File: src/cpr_pkg.sv
`default_nettype none

package cpr_pkg;

  // Request type codes on the input channel.
  localparam logic [1:0] REQ_START = 2'd0;
  localparam logic [1:0] REQ_BYTE  = 2'd1;
  localparam logic [1:0] REQ_TICK  = 2'd2;

  // Result kinds.
  localparam logic KIND_DATA   = 1'b0;
  localparam logic KIND_STATUS = 1'b1;

  // Final status codes.
  localparam logic [1:0] ST_OK       = 2'd0;
  localparam logic [1:0] ST_ID_ERR   = 2'd1;
  localparam logic [1:0] ST_SUM_ERR  = 2'd2;
  localparam logic [1:0] ST_TIMEOUT  = 2'd3;

  // Configuration register map.
  localparam int unsigned CFG_IDX_W = 1;
  localparam logic [CFG_IDX_W-1:0] CFG_HEADER_TIMEOUT = 1'd0;
  localparam logic [CFG_IDX_W-1:0] CFG_BODY_TIMEOUT   = 1'd1;
  localparam logic [15:0] HEADER_TIMEOUT_RST = 16'd250;
  localparam logic [15:0] BODY_TIMEOUT_RST   = 16'd3000;

  // One request on the input channel.
  typedef struct packed {
    logic [1:0]  req_type;
    logic [15:0] packet_id;
    logic [7:0]  rx_byte;
  } cpr_in_t;

  // One result on the output channel.
  typedef struct packed {
    logic        kind;
    logic [7:0]  data_byte;
    logic [15:0] byte_index;
    logic [1:0]  status;
    logic [15:0] payload_length;
    logic        last;
  } cpr_out_t;

  // Timeout limits handed to the parser.
  typedef struct packed {
    logic [15:0] header_timeout;
    logic [15:0] body_timeout;
  } cpr_cfg_t;

endpackage

`default_nettype wire

File: src/cpr_core.sv
`default_nettype none

module cpr_core (
  input  wire logic             clk,
  input  wire logic             rst_n,
  input  wire logic             fire,
  input  wire cpr_pkg::cpr_in_t item,
  input  wire cpr_pkg::cpr_cfg_t cfg,
  output logic                  res_valid,
  output cpr_pkg::cpr_out_t     res,
  output logic                  busy
);

  typedef enum logic [1:0] {
    PH_IDLE,
    PH_HEAD,
    PH_BODY,
    PH_SUMH
  } phase_t;

  phase_t      phase_r, phase_nxt;
  logic [15:0] expected_id_r, expected_id_nxt;
  logic [15:0] payload_size_r, payload_size_nxt;
  logic [15:0] byte_count_r, byte_count_nxt;
  logic [15:0] running_sum_r, running_sum_nxt;
  logic [7:0]  sum_low_r, sum_low_nxt;
  logic [15:0] tick_count_r, tick_count_nxt;

  logic [15:0] sum_add;
  logic [15:0] tick_inc;
  logic [15:0] limit;

  assign busy = (phase_r != PH_IDLE);

  // Shared arithmetic: byte added to the running checksum, saturating tick count.
  assign sum_add  = running_sum_r + {8'h00, item.rx_byte};
  assign tick_inc = (tick_count_r == 16'hffff) ? tick_count_r : tick_count_r + 16'd1;
  assign limit    = (phase_r == PH_HEAD) ? cfg.header_timeout : cfg.body_timeout;

  // Parser next state and the result for the request in the input register.
  always_comb begin
    phase_nxt        = phase_r;
    expected_id_nxt  = expected_id_r;
    payload_size_nxt = payload_size_r;
    byte_count_nxt   = byte_count_r;
    running_sum_nxt  = running_sum_r;
    sum_low_nxt      = sum_low_r;
    tick_count_nxt   = tick_count_r;
    res_valid        = 1'b0;
    res              = '0;
    res.kind         = cpr_pkg::KIND_STATUS;
    res.last         = 1'b1;

    if (fire) begin
      case (item.req_type)
        cpr_pkg::REQ_START: begin
          expected_id_nxt  = item.packet_id;
          phase_nxt        = PH_HEAD;
          payload_size_nxt = '0;
          byte_count_nxt   = '0;
          running_sum_nxt  = '0;
          sum_low_nxt      = '0;
          tick_count_nxt   = '0;
        end
        cpr_pkg::REQ_BYTE: begin
          unique case (phase_r)
            PH_HEAD: begin
              // Header bytes: id low, id high, size low, size high.
              running_sum_nxt = sum_add;
              byte_count_nxt  = byte_count_r + 16'd1;
              case (byte_count_r[1:0])
                2'd0: payload_size_nxt = {8'h00, item.rx_byte};
                2'd1: sum_low_nxt =
                  {7'd0, ({item.rx_byte, payload_size_r[7:0]} != expected_id_r)};
                2'd2: payload_size_nxt = {8'h00, item.rx_byte};
                default: begin
                  payload_size_nxt = {item.rx_byte, payload_size_r[7:0]};
                  byte_count_nxt   = byte_count_r;
                  if (sum_low_r[0]) begin
                    res_valid          = 1'b1;
                    res.status         = cpr_pkg::ST_ID_ERR;
                    res.payload_length = {item.rx_byte, payload_size_r[7:0]};
                    phase_nxt          = PH_IDLE;
                  end else begin
                    phase_nxt      = PH_BODY;
                    byte_count_nxt = '0;
                    tick_count_nxt = '0;
                    sum_low_nxt    = '0;
                  end
                end
              endcase
            end
            PH_BODY: begin
              if (byte_count_r < payload_size_r) begin
                // Payload byte goes out as it arrives.
                running_sum_nxt    = sum_add;
                byte_count_nxt     = byte_count_r + 16'd1;
                res_valid          = 1'b1;
                res.kind           = cpr_pkg::KIND_DATA;
                res.last           = 1'b0;
                res.data_byte      = item.rx_byte;
                res.byte_index     = byte_count_r;
                res.payload_length = payload_size_r;
              end else begin
                sum_low_nxt = item.rx_byte;
                phase_nxt   = PH_SUMH;
              end
            end
            PH_SUMH: begin
              res_valid          = 1'b1;
              res.payload_length = payload_size_r;
              res.status = (running_sum_r == {item.rx_byte, sum_low_r}) ?
                           cpr_pkg::ST_OK : cpr_pkg::ST_SUM_ERR;
              phase_nxt          = PH_IDLE;
            end
            default: begin
            end
          endcase
        end
        cpr_pkg::REQ_TICK: begin
          if (phase_r != PH_IDLE) begin
            tick_count_nxt = tick_inc;
            if (tick_inc >= limit) begin
              res_valid          = 1'b1;
              res.status         = cpr_pkg::ST_TIMEOUT;
              res.payload_length = (phase_r == PH_HEAD) ? 16'd0 : payload_size_r;
              phase_nxt          = PH_IDLE;
            end
          end
        end
        default: begin
        end
      endcase
    end
  end

  // Parser state.
  always_ff @(posedge clk) begin
    if (!rst_n) begin
      phase_r        <= PH_IDLE;
      expected_id_r  <= '0;
      payload_size_r <= '0;
      byte_count_r   <= '0;
      running_sum_r  <= '0;
      sum_low_r      <= '0;
      tick_count_r   <= '0;
    end else begin
      phase_r        <= phase_nxt;
      expected_id_r  <= expected_id_nxt;
      payload_size_r <= payload_size_nxt;
      byte_count_r   <= byte_count_nxt;
      running_sum_r  <= running_sum_nxt;
      sum_low_r      <= sum_low_nxt;
      tick_count_r   <= tick_count_nxt;
    end
  end

endmodule

`default_nettype wire

File: src/camera_packet_receiver.sv
// Channel  Ports                                  Moves
// in       in_valid, in_ready, in_data            start, received byte or tick request
// out      out_valid, out_ready, out_data         payload byte or final status
// cfg      cfg_we, cfg_addr, cfg_wdata            timeout limit writes, no wait
//
// One request per cycle is sustained while the output is not stalled: a request is
// held in the input register, the parser updates its state and the result enters
// the output register, from which it is presented.
// Reset is synchronous and active low; it idles the parser and restores the
// default timeout limits. A stalled output register holds the input register,
// and in_ready follows out_ready within the same cycle.
`default_nettype none

module camera_packet_receiver (
  input  wire logic                            clk,
  input  wire logic                            rst_n,
  input  wire logic                            in_valid,
  output logic                                 in_ready,
  input  wire cpr_pkg::cpr_in_t                in_data,
  output logic                                 out_valid,
  input  wire logic                            out_ready,
  output cpr_pkg::cpr_out_t                    out_data,
  input  wire logic                            cfg_we,
  input  wire logic [cpr_pkg::CFG_IDX_W-1:0]   cfg_addr,
  input  wire logic [15:0]                     cfg_wdata
);

  cpr_pkg::cpr_cfg_t cfg_r;
  logic              in_valid_r;
  cpr_pkg::cpr_in_t  in_item_r;
  logic              out_valid_r;
  cpr_pkg::cpr_out_t out_item_r;

  logic              fire;
  logic              res_valid;
  cpr_pkg::cpr_out_t res;
  logic              busy;

  // The parser takes the held request whenever the output register can accept.
  assign fire     = in_valid_r && (!out_valid_r || out_ready);
  assign in_ready = !in_valid_r || fire;

  assign out_valid = out_valid_r;
  assign out_data  = out_item_r;

  // Timeout limit registers.
  always_ff @(posedge clk) begin
    if (!rst_n) begin
      cfg_r.header_timeout <= cpr_pkg::HEADER_TIMEOUT_RST;
      cfg_r.body_timeout   <= cpr_pkg::BODY_TIMEOUT_RST;
    end else if (cfg_we) begin
      unique case (cfg_addr)
        cpr_pkg::CFG_HEADER_TIMEOUT: cfg_r.header_timeout <= cfg_wdata;
        cpr_pkg::CFG_BODY_TIMEOUT:   cfg_r.body_timeout   <= cfg_wdata;
        default: begin
        end
      endcase
    end
  end

  // Input register.
  always_ff @(posedge clk) begin
    if (!rst_n) begin
      in_valid_r <= 1'b0;
    end else if (in_ready) begin
      in_valid_r <= in_valid;
    end
  end

  always_ff @(posedge clk) begin
    if (in_valid && in_ready) begin
      in_item_r <= in_data;
    end
  end

  cpr_core u_core (
    .clk       (clk),
    .rst_n     (rst_n),
    .fire      (fire),
    .item      (in_item_r),
    .cfg       (cfg_r),
    .res_valid (res_valid),
    .res       (res),
    .busy      (busy)
  );

  // Output register.
  always_ff @(posedge clk) begin
    if (!rst_n) begin
      out_valid_r <= 1'b0;
    end else if (!out_valid_r || out_ready) begin
      out_valid_r <= fire && res_valid;
    end
  end

  always_ff @(posedge clk) begin
    if (fire && res_valid) begin
      out_item_r <= res;
    end
  end

`ifndef SYNTHESIS
  // A final status always closes the packet, so the parser is idle afterwards.
  a_status_idles: assert property (@(posedge clk) disable iff (!rst_n)
    fire && res_valid && res.last |=> !busy)
    else $error("parser still busy after a final status");

  // A held request is neither lost nor overwritten while the output stalls.
  a_input_held: assert property (@(posedge clk) disable iff (!rst_n)
    in_valid_r && !fire |=> in_valid_r && $stable(in_item_r))
    else $error("input register changed while stalled");

  // Payload bytes always fall inside the announced payload.
  a_index_range: assert property (@(posedge clk) disable iff (!rst_n)
    out_valid_r && (out_item_r.kind == cpr_pkg::KIND_DATA) |->
      (out_item_r.byte_index < out_item_r.payload_length) && !out_item_r.last)
    else $error("payload byte index outside payload");

  // Status results carry last and no data.
  a_status_shape: assert property (@(posedge clk) disable iff (!rst_n)
    out_valid_r && (out_item_r.kind == cpr_pkg::KIND_STATUS) |->
      out_item_r.last && (out_item_r.data_byte == 8'd0) &&
      (out_item_r.byte_index == 16'd0))
    else $error("malformed status result");
`endif

endmodule

`default_nettype wire

File: config.mk
export PLATFORM = sky130hd
export DESIGN_NAME = camera_packet_receiver
export DESIGN_NICKNAME = d
export VERILOG_FILES = /design/src/cpr_pkg.sv /design/src/cpr_core.sv /design/src/camera_packet_receiver.sv
export SDC_FILE = /design/constraint.sdc
export NUM_CORES = 1
export LEC_CHECK = 0
export BUFFER_PORTS_ARGS = -buffer_cell sky130_fd_sc_hd__buf_4
export CORE_MARGIN = 2
export CORE_UTILIZATION = 50
export DETAILED_ROUTE_END_ITERATION = 10
export PLACE_DENSITY = 0.72
export SKIP_CTS_REPAIR_TIMING = 1
export SYNTH_ARGS = -nofsm -noshare
export SYNTH_HDL_FRONTEND = slang
export SYNTH_HIERARCHICAL = 1
export SYNTH_SLANG_ARGS = --single-unit
File: constraint.sdc
create_clock -name clk -period 5.1 [get_ports clk]
set_clock_uncertainty 0.15 [all_clocks]
set_input_delay 1.275 -clock clk [delete_from_list [all_inputs] [get_ports clk]]
set_output_delay 1.275 -clock clk [all_outputs]
set_load 0.03 [all_outputs]
==> flow_summary.toml <==
[logic_synthesis]
synth_area_per_cell_um2 = 9.599
ys.flop_type = "dfxtp_1"
synth_edf_count = 70
yosysWarnings = 6
syn-cell-area_um2 = 9877
ys_seq_area_frac = 0.4641
ys_ff_latch = 194
async_flop_share = 0
syn-num-nets = 1127
synth_cells = 1029
yosysUniqueCellTypes = 63

[route]
via_count = 7686
ant_nets = 0
detail_route.vias_per_cell = 5.610
drc = 0
wl_per_cell_um = 16.24
first_pass_iters = 6
drt_iter0_markers = 567
wl_mm = 22.24

[grt]
overflow = 0
track_usage = 0.2221
grt_pass1_vias = 7253
antenna_found_initial = 0
grt_pass1_wl_mm = 36.63
grt_start_max_net_pins = 85

[clock_tree]
clock_latency_ns = 0.43
cts_buffer_depth = 2
cts_tree = "yes"
clk_pin_slew_ns = 0.07
root_buffer = "clkbuf_16"
htree_levels = 4
cts_sinks = 194
cts_buffers = 17

[worst_setup_path]
critPathLaunchType = "flop"
cp_max_fo = 44
cp_num_buf_inv = 1
r2r_end = "out_data[19]"
timing.critical_path.slowest_stage_cell = "o21ai_0"
rrSetupSlack_ns = 0.44
critPathKind = "flop to flop"
timing.rr.start = "u_core/tick_count_r[3]"
critPathMaxStageDelay_ns = 0.52
critical_path.endpoint_type = "flop"
critPathTopFamily = "simple AND/OR/NAND/NOR gates"
crit_chain = "nand4_1 > nor3_1 > nand2_1 > nor2_1 > and3_1 > mux2_2 > ha_1 > nand4_1 > nor3_1 > o211ai_1 > o21ai_0 > a211oi_1 > nor4_1 > nand2_1 > nor2_4 > buf_12"
r2r_cells = 16
arrival_ns = 4.62
cp.required_ns = 5.06

[layout]
area_growth_pct = 14.50
fin_cells = 1370
drive_gt1_frac = 0.1312
multiInputGateArea_um2 = 4881
final_common_cell = "nand2_1"
layout_common_cells = "140 x nand2_1, 124 x dfxtp_1, 99 x buf_4"
fin_area_um2 = 11310
fillCellCount = 1709
antenna_cells = 0
seqCellArea_um2 = 4584
nets = 1190

[worst_hold_path]
hold_depth = 2
worstHoldEndpoint = "cfg_r[6]"
min-delay-start = "cfg_r[6]"
hold_class = "flop to flop"

[sta]
fmax_mhz = 214.6
period_needed_ns = 4.659
worstMarginPinSlew_ns = 1.036
setup_violations = 0
slew_viol_final = 0
holdWs_ns = 0.3010
hold_viol_final = 0
finalSetupTns_ns = 0
period_share = 0.9136
rsz0062_at_grt = "no"
slew_headroom = 0.3078

[pwr]
peakVddDrop_mv = 0.2569
combinationalPowerShare = 0.069
clockPowerShare = 0.408
p_seq_frac = 0.523
intPower_mw = 2.413
power.density_nw_per_um2 = 282.5
total_power_mw = 3.195
switchingPower_mw = 0.7822
p_leak_nw = 4.384
swShare = 0.2448

[place]
gp_congestion = 0.8820
dpl.hpwl_mm = 15.34
port_buffers = 93
placed_area_um2 = 10740
dpl.cell_count = 1338

[run_status]
status = "complete, no violations"

[floorplanning]
fp-row-count = 51
core-area_um2 = 19400
io_pins = 94
dieArea_um2 = 20890
die_h_um = 144.6
start_util = 0.5092
die_x_um = 144.6

[job]
drv_cap = 0
-- worst max path at each step --
stage,startpoint,to,cells after the start
global route,u_core/tick_count_r[0],out_data[34],16
finish,u_core/tick_count_r[3],out_data[19],16
detailed placement,u_core/tick_count_r[3],out_data[4],16
global placement,u_core/tick_count_r[3],out_data[39],16
floorplan,u_core/tick_count_r[3],out_data[0],16
CTS,u_core/tick_count_r[3],out_data[27],16
-- power by group through the flow --
stage / clock, mW / combinational (mW) / sequential [mW]
after floorplan: 0 / 0.163 / 1.68
after global placement: 0 / 0.215 / 1.71
after detailed placement: 0 / 0.217 / 1.71
after CTS: 1.33 / 0.218 / 1.67
after global routing: 1.39 / 0.244 / 1.68
final: 1.30 / 0.219 / 1.67
-- cell type report --
cell class                      instances  share of cell area
Tap cell                              265             0.02932
Clock inverter                         15             0.01305
Inverter                               47             0.01560
Sequential cell                       194              0.4054
Timing Repair Buffer                  100             0.06749
Multi-Input combinational cell        732              0.4316
Clock buffer                           17             0.03761
-- cells in the mapped netlist (18+ instances only) --
cell	count	area (um2)
nand2_1	140	525.5
dfxtp_1	124	2482
edfxtp_1	70	2102
ha_1	49	613.1
nand3_1	48	240.2
inv_1	47	176.4
mux2i_1	46	460.4
a21oi_1	45	225.2
clkbuf_1	36	135.1
nor2_1	32	120.1
nor2b_1	29	181.4
and2_1	28	175.2
o21ai_0	28	140.1
xnor2_1	28	245.2
a21boi_0	25	187.7
o211ai_1	20	150.1
xor2_1	20	175.2
a22oi_1	18	135.1
-- registers in the layout, indices dropped and copies added, names as in the netlist --
name	flops
u_core/running_sum_r	16
u_core/tick_count_r	16
u_core/sum_low_r	8
in_valid_r	1
out_data	44
cfg_r	32
u_core/payload_size_r	16
out_valid	1
u_core/expected_id_r	16
in_item_r	26
u_core/phase_r	2
u_core/byte_count_r	16
-- logic make-up after synthesis --
kind of cell             share of synthesized area
AO/OA/AOI/OAI                               0.1421
XOR/XNOR                                   0.04256
adder cells (fa/ha/maj)                    0.06410
buffers and inverters                      0.04358
flip-flops                                  0.4642
multiplexers                               0.05118
AND/OR/NAND/NOR                             0.1923
-- worst min-delay path: stages (launching register included) --
cell     delay (ns)
dfxtp_1        0.31
nand2_1        0.05
o21ai_1        0.05
-- metal layers --
layer / GRT usage / vias up / share of wire
met3: 0.04702 / 26 / 0.061
met1: 0.3067 / 3629 / 0.47
met2: 0.3582 / 218 / 0.46
met4: 0.05365 / 0 / 0.013
li1: - / 3813 / -
met5: 0 / - / 0
-- metrics by stage --
stage	utilization	setup WS, ns
after CTS	0.5830	0.4905
after detailed placement	0.5535	0.5150
final	0.5830	0.4406
after floorplan	-	0.2292
after global placement	0.5535	0.6735
after global routing	0.5830	0.1222
Note: power is estimated with default switching activity, not from simulation.
